[src/rtl/sbdec_pkg.sv]
// Package of the decimal converter: constants, character codes and state type.
package sbdec_pkg;

    localparam int VALUE_WIDTH_DEF = 64;
    localparam int MAX_DIGITS_DEF  = 19;

    // Number of magnitude bits folded into the BCD register per cycle.
    localparam int DABBLE_BITS = 4;
    localparam int DIGIT_W     = 4;
    localparam int CHAR_W      = 8;
    localparam int BUF_W       = 7;

    localparam logic [BUF_W-1:0]  BUF_SIZE_RESET = 7'd21;
    localparam logic [BUF_W-1:0]  BUF_SIZE_MIN   = 7'd2;

    localparam logic [CHAR_W-1:0] CHAR_ZERO  = 8'h30;
    localparam logic [CHAR_W-1:0] CHAR_NINE  = 8'h39;
    localparam logic [CHAR_W-1:0] CHAR_MINUS = 8'h2D;
    localparam logic [CHAR_W-1:0] CHAR_NONE  = 8'h00;

    typedef enum logic [2:0] {
        ST_IDLE,
        ST_CONVERT,
        ST_SCAN,
        ST_SIGN,
        ST_DIGIT,
        ST_ERROR
    } state_t;

endpackage

[src/rtl/sbdec_dabble.sv]
// Double-dabble unit: shifts DABBLE_BITS binary bits into a packed BCD register.
module sbdec_dabble #(
    parameter int NUM_DIGITS = sbdec_pkg::MAX_DIGITS_DEF
) (
    input  logic [NUM_DIGITS*sbdec_pkg::DIGIT_W-1:0] bcd_in,
    input  logic [sbdec_pkg::DABBLE_BITS-1:0]        bits_in,
    output logic [NUM_DIGITS*sbdec_pkg::DIGIT_W-1:0] bcd_out,
    output logic                                     carry
);

    localparam int BCD_W = NUM_DIGITS * sbdec_pkg::DIGIT_W;

    logic [BCD_W-1:0]              acc;
    logic [sbdec_pkg::DIGIT_W-1:0] dig;
    logic                          lost;

    // Each pass adds three to every digit of five or more, then doubles the
    // whole register and brings in the next bit. A carry out of the top digit
    // means the value no longer fits in NUM_DIGITS digits.
    always_comb
    begin
        acc  = bcd_in;
        dig  = '0;
        lost = 1'b0;
        for (int s = sbdec_pkg::DABBLE_BITS - 1; s >= 0; s--)
        begin
            for (int j = 0; j < NUM_DIGITS; j++)
            begin
                dig = acc[j*sbdec_pkg::DIGIT_W +: sbdec_pkg::DIGIT_W];
                if (dig >= 4'd5)
                begin
                    dig = dig + 4'd3;
                end
                acc[j*sbdec_pkg::DIGIT_W +: sbdec_pkg::DIGIT_W] = dig;
            end
            lost = lost | acc[BCD_W-1];
            acc  = {acc[BCD_W-2:0], bits_in[s]};
        end
    end

    assign bcd_out = acc;
    assign carry   = lost;

endmodule

[src/rtl/signed_binary_to_decimal_ascii.sv]
// Top level of the signed binary to decimal ASCII converter.
//
// Usage: one signed integer enters on the input channel (in_valid, in_stall,
// value). A transaction is accepted at a rising edge with in_valid high and
// in_stall low. The block then writes the decimal text of the value on the
// output channel (out_valid, out_stall, out_char, last, error), one character
// per transaction, most significant first: an optional '-', then the digits.
// last marks the final character. With buffer_size below two a single
// transaction with error set, last set and out_char zero is given instead.
// Sequence: after acceptance the magnitude is folded into BCD four bits per
// cycle, then the leading zeros of the kept window are skipped, then the
// characters follow one per cycle while the output is not stalled. When the
// number has more digits than the kept window (buffer_size - 1, at most
// MAX_DIGITS), only its low digits are written. in_stall stays high from
// acceptance until the last character or the error transaction is loaded,
// so a new value is not taken before then. A stall on the output holds the
// pending character in the output register and pauses the sequencer while
// it has a character to load. Reset returns to idle, clears the output valid
// and sets buffer_size to 21. The user must write configuration (cfg_we,
// cfg_data) only while the block is idle; the block does not enforce this.
module signed_binary_to_decimal_ascii #(
    parameter int VALUE_WIDTH = sbdec_pkg::VALUE_WIDTH_DEF,
    parameter int MAX_DIGITS  = sbdec_pkg::MAX_DIGITS_DEF
) (
    input  logic                                clk,
    input  logic                                rst_n,
    input  logic                                cfg_we,
    input  logic [sbdec_pkg::BUF_W-1:0]         cfg_data,
    input  logic                                in_valid,
    output logic                                in_stall,
    input  logic signed [VALUE_WIDTH-1:0]       value,
    output logic                                out_valid,
    input  logic                                out_stall,
    output logic [sbdec_pkg::CHAR_W-1:0]        out_char,
    output logic                                last,
    output logic                                error
);

    localparam int DW     = sbdec_pkg::DIGIT_W;
    localparam int STEPS  = (VALUE_WIDTH + sbdec_pkg::DABBLE_BITS - 1) / sbdec_pkg::DABBLE_BITS;
    localparam int PAD_W  = STEPS * sbdec_pkg::DABBLE_BITS;
    localparam int STEP_W = $clog2(STEPS);
    localparam int BCD_W  = MAX_DIGITS * DW;
    localparam int PTR_W  = $clog2(MAX_DIGITS);
    localparam int BW     = sbdec_pkg::BUF_W;

    // Control state.
    sbdec_pkg::state_t state_reg, state_next;
    logic [BW-1:0]     buf_size_reg;
    logic              out_valid_reg, out_valid_next;

    // Working registers of the current conversion.
    logic [PAD_W-1:0]  mag_reg;
    logic [BCD_W-1:0]  bcd_reg;
    logic              ovf_reg;
    logic              neg_reg;
    logic [PTR_W-1:0]  ptr_reg;
    logic [STEP_W-1:0] step_reg;

    // Output register payload.
    logic [sbdec_pkg::CHAR_W-1:0] char_reg;
    logic                         last_reg;
    logic                         err_reg;

    logic                   accept;
    logic                   emit;
    logic                   slot_free;
    logic [sbdec_pkg::CHAR_W-1:0] emit_char;
    logic                   emit_last;
    logic                   emit_err;
    logic [DW-1:0]          cur_digit;
    logic                   skip_zero;
    logic                   above_nz;
    logic [VALUE_WIDTH-1:0] mag_in;
    logic [BW-1:0]          limit;
    logic [BCD_W-1:0]       dab_bcd;
    logic                   dab_carry;

    sbdec_dabble #(
        .NUM_DIGITS (MAX_DIGITS)
    ) u_dabble (
        .bcd_in  (bcd_reg),
        .bits_in (mag_reg[PAD_W-1 -: sbdec_pkg::DABBLE_BITS]),
        .bcd_out (dab_bcd),
        .carry   (dab_carry)
    );

    // The magnitude of the most negative value still fits unsigned in the
    // same width, so the negation needs no extra bit.
    assign mag_in = value[VALUE_WIDTH-1] ? (~value + VALUE_WIDTH'(1)) : value;

    // Digits kept: buffer_size - 1, capped by the BCD register depth.
    assign limit = ((buf_size_reg - BW'(1)) > BW'(MAX_DIGITS)) ?
                   BW'(MAX_DIGITS) : (buf_size_reg - BW'(1));

    assign cur_digit = bcd_reg[ptr_reg*DW +: DW];

    // Set when a nonzero digit lies above the kept window, that is when the
    // number has more digits than the buffer allows.
    always_comb
    begin
        above_nz = 1'b0;
        for (int j = 0; j < MAX_DIGITS; j++)
        begin
            if ((BW'(j) >= limit) && (bcd_reg[j*DW +: DW] != '0))
            begin
                above_nz = 1'b1;
            end
        end
    end

    // Leading zeros of the kept window are dropped unless the value has more
    // digits than the window; then the kept low digits are written as they
    // stand.
    assign skip_zero = (ptr_reg != '0) && (cur_digit == '0) && !ovf_reg && !above_nz;

    assign slot_free = !out_valid_reg || !out_stall;
    assign accept    = in_valid && !in_stall;

    // Next state.
    always_comb
    begin
        state_next = state_reg;
        case (state_reg)
            sbdec_pkg::ST_IDLE:
            begin
                if (in_valid)
                begin
                    if (buf_size_reg < sbdec_pkg::BUF_SIZE_MIN)
                    begin
                        state_next = sbdec_pkg::ST_ERROR;
                    end
                    else
                    begin
                        state_next = sbdec_pkg::ST_CONVERT;
                    end
                end
            end
            sbdec_pkg::ST_CONVERT:
            begin
                if (step_reg == '0)
                begin
                    state_next = sbdec_pkg::ST_SCAN;
                end
            end
            sbdec_pkg::ST_SCAN:
            begin
                if (!skip_zero)
                begin
                    state_next = neg_reg ? sbdec_pkg::ST_SIGN : sbdec_pkg::ST_DIGIT;
                end
            end
            sbdec_pkg::ST_SIGN:
            begin
                if (slot_free)
                begin
                    state_next = sbdec_pkg::ST_DIGIT;
                end
            end
            sbdec_pkg::ST_DIGIT:
            begin
                if (slot_free && (ptr_reg == '0))
                begin
                    state_next = sbdec_pkg::ST_IDLE;
                end
            end
            sbdec_pkg::ST_ERROR:
            begin
                if (slot_free)
                begin
                    state_next = sbdec_pkg::ST_IDLE;
                end
            end
            default:
            begin
                state_next = sbdec_pkg::ST_IDLE;
            end
        endcase
    end

    // Outputs of the sequencer: input stall and the character to load.
    always_comb
    begin
        in_stall  = (state_reg != sbdec_pkg::ST_IDLE);
        emit      = 1'b0;
        emit_char = sbdec_pkg::CHAR_NONE;
        emit_last = 1'b0;
        emit_err  = 1'b0;
        case (state_reg)
            sbdec_pkg::ST_SIGN:
            begin
                emit      = slot_free;
                emit_char = sbdec_pkg::CHAR_MINUS;
            end
            sbdec_pkg::ST_DIGIT:
            begin
                emit      = slot_free;
                emit_char = sbdec_pkg::CHAR_ZERO + sbdec_pkg::CHAR_W'(cur_digit);
                emit_last = (ptr_reg == '0);
            end
            sbdec_pkg::ST_ERROR:
            begin
                emit      = slot_free;
                emit_char = sbdec_pkg::CHAR_NONE;
                emit_last = 1'b1;
                emit_err  = 1'b1;
            end
            default:
            begin
                emit = 1'b0;
            end
        endcase
    end

    // A transaction stays in the output register until it is taken.
    assign out_valid_next = emit || (out_valid_reg && out_stall);

    always_ff @(posedge clk or negedge rst_n)
    begin
        if (!rst_n)
        begin
            state_reg     <= sbdec_pkg::ST_IDLE;
            out_valid_reg <= 1'b0;
            buf_size_reg  <= sbdec_pkg::BUF_SIZE_RESET;
        end
        else
        begin
            state_reg     <= state_next;
            out_valid_reg <= out_valid_next;
            if (cfg_we)
            begin
                buf_size_reg <= cfg_data;
            end
        end
    end

    // Datapath registers; only the control registers need a reset.
    always_ff @(posedge clk)
    begin
        if (accept)
        begin
            mag_reg  <= PAD_W'(mag_in);
            bcd_reg  <= '0;
            ovf_reg  <= 1'b0;
            neg_reg  <= value[VALUE_WIDTH-1];
            ptr_reg  <= PTR_W'(limit - BW'(1));
            step_reg <= STEP_W'(STEPS - 1);
        end
        else if (state_reg == sbdec_pkg::ST_CONVERT)
        begin
            mag_reg  <= mag_reg << sbdec_pkg::DABBLE_BITS;
            bcd_reg  <= dab_bcd;
            ovf_reg  <= ovf_reg | dab_carry;
            step_reg <= step_reg - STEP_W'(1);
        end
        else if ((state_reg == sbdec_pkg::ST_SCAN) && skip_zero)
        begin
            ptr_reg <= ptr_reg - PTR_W'(1);
        end
        else if ((state_reg == sbdec_pkg::ST_DIGIT) && emit && (ptr_reg != '0))
        begin
            ptr_reg <= ptr_reg - PTR_W'(1);
        end

        if (emit)
        begin
            char_reg <= emit_char;
            last_reg <= emit_last;
            err_reg  <= emit_err;
        end
    end

    assign out_valid = out_valid_reg;
    assign out_char  = char_reg;
    assign last      = last_reg;
    assign error     = err_reg;

endmodule

[config.mk]
export PLATFORM = sky130hd
export DESIGN_NAME = signed_binary_to_decimal_ascii
export DESIGN_NICKNAME = d
export VERILOG_FILES = /design/src/rtl/sbdec_pkg.sv /design/src/rtl/sbdec_dabble.sv /design/src/rtl/signed_binary_to_decimal_ascii.sv
export SDC_FILE = /design/constraint.sdc
export NUM_CORES = 1
export LEC_CHECK = 0
export CAP_MARGIN = 20
export CORE_ASPECT_RATIO = 1.75
export CORE_MARGIN = 4
export CORE_UTILIZATION = 45
export DETAILED_ROUTE_END_ITERATION = 12
export DONT_BUFFER_PORTS = 1
export HOLD_SLACK_MARGIN = 0.06
export PLACE_DENSITY_LB_ADDON = 0.05
export SLEW_MARGIN = 20
export SYNTH_ARGS = -nofsm -noshare
export SYNTH_HDL_FRONTEND = slang
export SYNTH_SLANG_ARGS = --single-unit
[constraint.sdc]
create_clock -name clk -period 12.9 [get_ports clk]
set_input_delay 0 -clock clk [delete_from_list [all_inputs] [get_ports clk]]
set_output_delay 0 -clock clk [all_outputs]
set_load 0.03 [all_outputs]
======== After elaboration in Yosys (flattened, before gate mapping) ========
Index checks and enable logic that the tools add are counted.
storage, ports and cells
  flip-flop bits (word level) ............. 172
  output and inout bits ................... 12
  logic and storage cells ................. 390
  input port bits ......................... 76
cells by class
  reductions and logical operators ........ 65
  equality and inequality tests ........... 12
  add/sub/neg operators ................... 82
  bitwise logic cells ..................... 5
  mux-type cells .......................... 116
  shift-type cells ........................ 1
  order comparisons ....................... 97
operators with widths
  cell                                                                                  number
  4-bit by 2-bit adder with 4-bit output (second input constant)                        76
  4-bit by 3-bit greater-or-equal comparator with 1-bit output (second input constant)  76
  4-bit two-way mux                                                                     76
  64-bit two-way mux                                                                    3
  4-bit nonzero test                                                                    19
  76-bit by 8-bit variable part select with 4-bit output                                1
  64-bit by 2-bit adder with 64-bit output (second input constant)                      1
  64-bit NOT                                                                            1
  4-bit by 7-bit greater-or-equal comparator with 1-bit output (first input constant)   8
  3-bit by 7-bit greater-or-equal comparator with 1-bit output (first input constant)   4
  1-bit logical AND                                                                     28
  3-bit two-way mux                                                                     8
  5-bit by 7-bit greater-or-equal comparator with 1-bit output (first input constant)   3
  1-bit two-way mux                                                                     21
  5-bit two-way mux                                                                     4
  3-bit case mux with 6 select lines                                                    1
  1-bit by 7-bit greater-or-equal comparator with 1-bit output (first input constant)   2
  2-bit by 7-bit greater-or-equal comparator with 1-bit output (first input constant)   2
  2-bit != test (second input constant)                                                 7
  7-bit case mux with 2 select lines                                                    1
  5-bit by 1-bit subtractor with 5-bit output (second input constant)                   2
  4-bit logical NOT                                                                     2
  6-bit by 4-bit adder with 7-bit output (first input constant)                         1
  7-bit by 5-bit > comparator with 1-bit output (second input constant)                 1
  other kinds (19)                                                                      30

======== Logic depth before layout (Yosys ltp) ========
  depth in word-level cells ............... 30
  gate-level depth with buffers ........... 24
  gate-level depth less buffers ........... 24

======== Hierarchy ========
From an unflattened synthesis, not the netlist that was laid out.
second synthesis, totals
  cell total of the unflattened synthesis .. 2,362
  area total of the unflattened synthesis .. 18,104.9 µm²
modules (own cells, without submodules)
  module                          area each (µm²)  seq. area each (µm²)  cells each  instances
  signed_binary_to_decimal_ascii  9,133.8          4,242.8               1,013       1
  sbdec_dabble                    8,971.1          0.0                   1,349       1

======== Worst setup path after synthesis ========
OpenSTA, ideal clock, no wires.
  kind .................................... flip-flop to flip-flop
  start point ............................. register bcd_reg[9]
  end point ............................... register bcd_reg[10]
  path slack .............................. 8.624 ns
  data required time ...................... 12.783 ns
  path buffers ............................ 0
  arrival ................................. 4.160 ns
  library setup time ...................... 0.117 ns
  stages on the path, launching flop included .. 21
  clock period less this slack ............ 4.276 ns
  cell sequence ........................... dfxtp_1 inv_1 ha_1 nand2b_1 a21o_1 xnor2_1 ha_1 nor2b_1 a211oi_1 nor2_1 xnor2_1 ha_1 nor2_1 or4_1 o211ai_1 xnor2_1 ha_1 nor2b_1 o21a_1 or2_2 a22o_1
on the way
  word-level cells in the longest chain between the ends .. 8
  elaborated cells on any way between the ends .. 12
  classes of those cells .................. 4 x add/sub; 4 x order compare; 4 x mux
ends and longest elaborated chain
  what                                                                                                                           line                                    source
  start: declaration                                                                                                             signed_binary_to_decimal_ascii.sv:54    logic [BCD_W-1:0] bcd_reg;
  start signal: assignment                                                                                                       signed_binary_to_decimal_ascii.sv:243   bcd_reg <= '0;
  start signal: assignment                                                                                                       signed_binary_to_decimal_ascii.sv:252   bcd_reg <= dab_bcd;
  4-bit by 2-bit adder with 4-bit output / 4-bit by 3-bit greater-or-equal comparator with 1-bit output (equally long branches)  sbdec_dabble.sv:32, sbdec_dabble.sv:30
  4-bit two-way mux *                                                                                                            sbdec_dabble.sv:30                      if (dig >= 4'd5)
  4-bit by 2-bit adder with 4-bit output / 4-bit by 3-bit greater-or-equal comparator with 1-bit output (equally long branches)  sbdec_dabble.sv:32, sbdec_dabble.sv:30
  4-bit two-way mux *                                                                                                            sbdec_dabble.sv:30
  4-bit by 3-bit greater-or-equal comparator with 1-bit output / 4-bit by 2-bit adder with 4-bit output (equally long branches)  sbdec_dabble.sv:30, sbdec_dabble.sv:32
  4-bit two-way mux *                                                                                                            sbdec_dabble.sv:30
  4-bit by 2-bit adder with 4-bit output / 4-bit by 3-bit greater-or-equal comparator with 1-bit output (equally long branches)  sbdec_dabble.sv:32, sbdec_dabble.sv:30
  4-bit two-way mux *                                                                                                            sbdec_dabble.sv:30
Mark *: on every way between the ends. The rest lies on a longest branch, timed or not.
A chain may end at the register's enable or synchronous reset.

======== Worst setup path after layout ========
  start point ............................. register bcd_reg[12]
  end point ............................... register bcd_reg[14]
The elaborated chain is that of the path after synthesis.

==> impl_results.md <==
- Status: completed
- Num Clock Sinks: 170
- Cells after synthesis: about 2100
- Row count: 94
- Kind of end point of the critical path: flop
- H-Tree Depth: 4
- DR DRC count: 0
- All-Layer GR Usage: 0.223
- IO Pins: 88
- Finish-stage setup viols: 0
- Hold crit path type: input pin to flop
- DP Wirelength: 35.1 mm
- Synth area leaders: edfxtp_1 14%, ha_1 11%, dfxtp_1 9.4%
- Layout Area Growth over Synthesis: 10.9%
- Synth Flop Type: dfxtp_1
- Async S/R FF share, synth: 0.0647
- Share of the synthesized area in the top cell type: 0.136
- Crit path max fanout: 5
- Largest net degree at the start of global routing: 88
- Remaining antenna violation count after routing: 0
- Register area: 4240 um^2
- Crit path from: bcd_reg[12]
- RePlAce Congestion: 0.864
- Slew Viols, Final: 0
- Clock Path Buffers: 2
- Final hold violation count: 0
- Initial antenna violation count: 3
- Multi-input gate area: 12000 um^2
- Post-Route Setup TNS: 0 ns
- # fillers: roughly 3700
- Ys Warns: 0
- Syn Area/Cell: 8.19 um^2
- Crit start category: flop
- Syn Std Cell Area: between 15000 and 20000 um^2
- Full die area: 41500 um^2
- Least-Margin Pin Slew: 1.10 ns
- Post-Route Skew: ~0.013 ns
- Total global routing overflow: 0
- Via-to-Cell Ratio: 5.73
- RSZ-0062 raised after global routing: no
- Via count: 15000
- Critical Path RT: 13.24 ns
- First-pass GRT wire length: 75.2 mm
- Relative slew margins: 0.263
- Setup bufs post-CTS: 0
- TritonCTS buffer count: 17
- Pre-antenna DRT Iters: 5
- Worst-path clk slew: around 0.07 ns
- Fraction of layout cells with a size suffix above 1: 0.0653
- Via count of the first global-routing pass: approximately 15000
- Sequential share of the synthesized area: 0.247
- FF+latch count, synth: 170
- Post-route minimum period: 4.83 ns
- Period utilization: 0.374
- Number of flip-flops in the largest register: 76
- Die width: roughly 160 um
- Detailed Route Iter0 Violations: 582
- Post-cts sizing count: 0
- PortBufs: 0
- Root buffer cell: clkbuf_16
- Critical R2R Launch: bcd_reg[12]
- Crit path DAT: 5.17 ns
- CTS tree: yes
- Die Span Y: 267 um
- WL final: ~46 mm
- Max-cap viol count: 0
- Synth unique cells: 77
- Core area: 37600 um^2
- Nets: 2363
- Yosys top cell by area: edfxtp_1
- Number of synthesized flops with an enable pin: slightly below 80
- Avg WL per Cell: 17.6 um
- Hold Path Origin: value[63]
- Setup CP Type: flop to flop
- Peak Freq: 207 MHz
- Latest clock arrival within the worst-skew pair: 0.45 ns
- Initial Utilization: 0.457
-- path summary, 6_finish.rpt --
check	to	slack (ns)	cells after the start
setup / recovery	bcd_reg[14]	8.07	21
hold / removal	mag_reg[24]	0.08	3
setup reg to reg	bcd_reg[14]	8.07	21
hold reg to reg	step_reg[3]	0.51	2
max in group asynchronous	buf_size_reg[6]	11.93	2
min in group asynchronous	state_reg[1]	0.57	2
-- repair_timing --
item | in CTS | in global routing
hold buffers | 95 | 0
endpoints found under the hold margin | 96 | 0
setup endpoints to repair | 0 | 0
-- cell usage in the layout (no fill, tap or decap), types with 78 or more instances in the layout --
cell type	synthesis	routed
mux2i_1	106	106
edfxtp_1	78	78
a21oi_1	139	139
nor2_1	142	141
inv_1	176	175
ha_1	157	157
o21ai_0	178	178
dfxtp_1	81	81
xnor2_1	83	83
dlygate4sd3_1	0	94
nand2_1	186	185
-- critical path, cell delays in order (launching register included) --
cell,delay (ns)
dfxtp_1,0.48
inv_1,0.10
ha_1,0.26
nand2b_1,0.15
a21oi_1,0.10
xnor2_1,0.30
inv_1,0.13
ha_1,0.24
nor2b_1,0.15
a211oi_1,0.34
nor2_1,0.14
xnor2_1,0.32
ha_1,0.20
nand2b_1,0.14
nand3_1,0.08
o211ai_1,0.30
xnor2_1,0.22
ha_1,0.28
nor2b_1,0.14
o21a_1,0.20
or2_2,0.27
a22o_1,0.17
-- kinds of logic after synthesis --
group | after synthesis | synth area share
xor+xnor | 142 | 0.0723
simple gates | 606 | 0.178
fa+ha+maj | 157 | 0.114
other cells | 1 | 0.000218
buf+inv | 268 | 0.0592
mux | 164 | 0.110
flops | 170 | 0.247
compound gates | 591 | 0.219
-- routing by layer --
metal,GRT usage,wire [um],vias up
met3,0.0331,1380,95
met4,0.0914,1720,4
li1,-,-,7549
met1,0.228,17300,7107
met5,0,26,-
met2,0.443,25700,269
-- final cells by class --
| cell class | count | area share |
|---|---|---|
| repair buffers | 103 | 0.0550 |
| inverters | 176 | 0.0347 |
| clock buffers | 18 | 0.0225 |
| multi-input cells | 1662 | 0.628 |
| well taps | 480 | 0.0315 |
| clock inverters | 14 | 0.00591 |
| flip-flops and latches | 170 | 0.223 |
| diodes | 1 | 0.000131 |
-- per-stage QoR --
stage | util | setup slack [ns] | std cells | cell area, um^2 | hold WS (ns)
floorplan | - | 8.62 | 2100 | 17200 | -0.296
global placement | 0.465 | 8.16 | 2495 | 17500 | -0.294
detailed placement | 0.465 | 8.10 | 2495 | 17500 | -0.294
CTS | 0.506 | 8.05 | 2622 | 19000 | 0.0636
global route | 0.506 | 7.58 | 2624 | 19100 | 0.0906
finish | 0.506 | 8.07 | 2624 | 19100 | 0.0794
-- cell usage after synthesis, types with 42 or more instances --
| master | number |
|---|---|
| a21oi_1 | 139 |
| mux2i_1 | 106 |
| edfxtp_1 | 78 |
| nand2b_1 | 61 |
| ha_1 | 157 |
| clkbuf_1 | 84 |
| inv_1 | 176 |
| o21ai_0 | 178 |
| xor2_1 | 59 |
| nor2_1 | 142 |
| a21o_1 | 48 |
| nor2b_1 | 45 |
| a211oi_1 | 51 |
| nand2_1 | 186 |
| mux2_2 | 42 |
| dfxtp_1 | 81 |
| xnor2_1 | 83 |
Power is left out: the tool's default activity adds up to more than one toggle a clock period on the data nets, which glitch-free logic cannot reach.
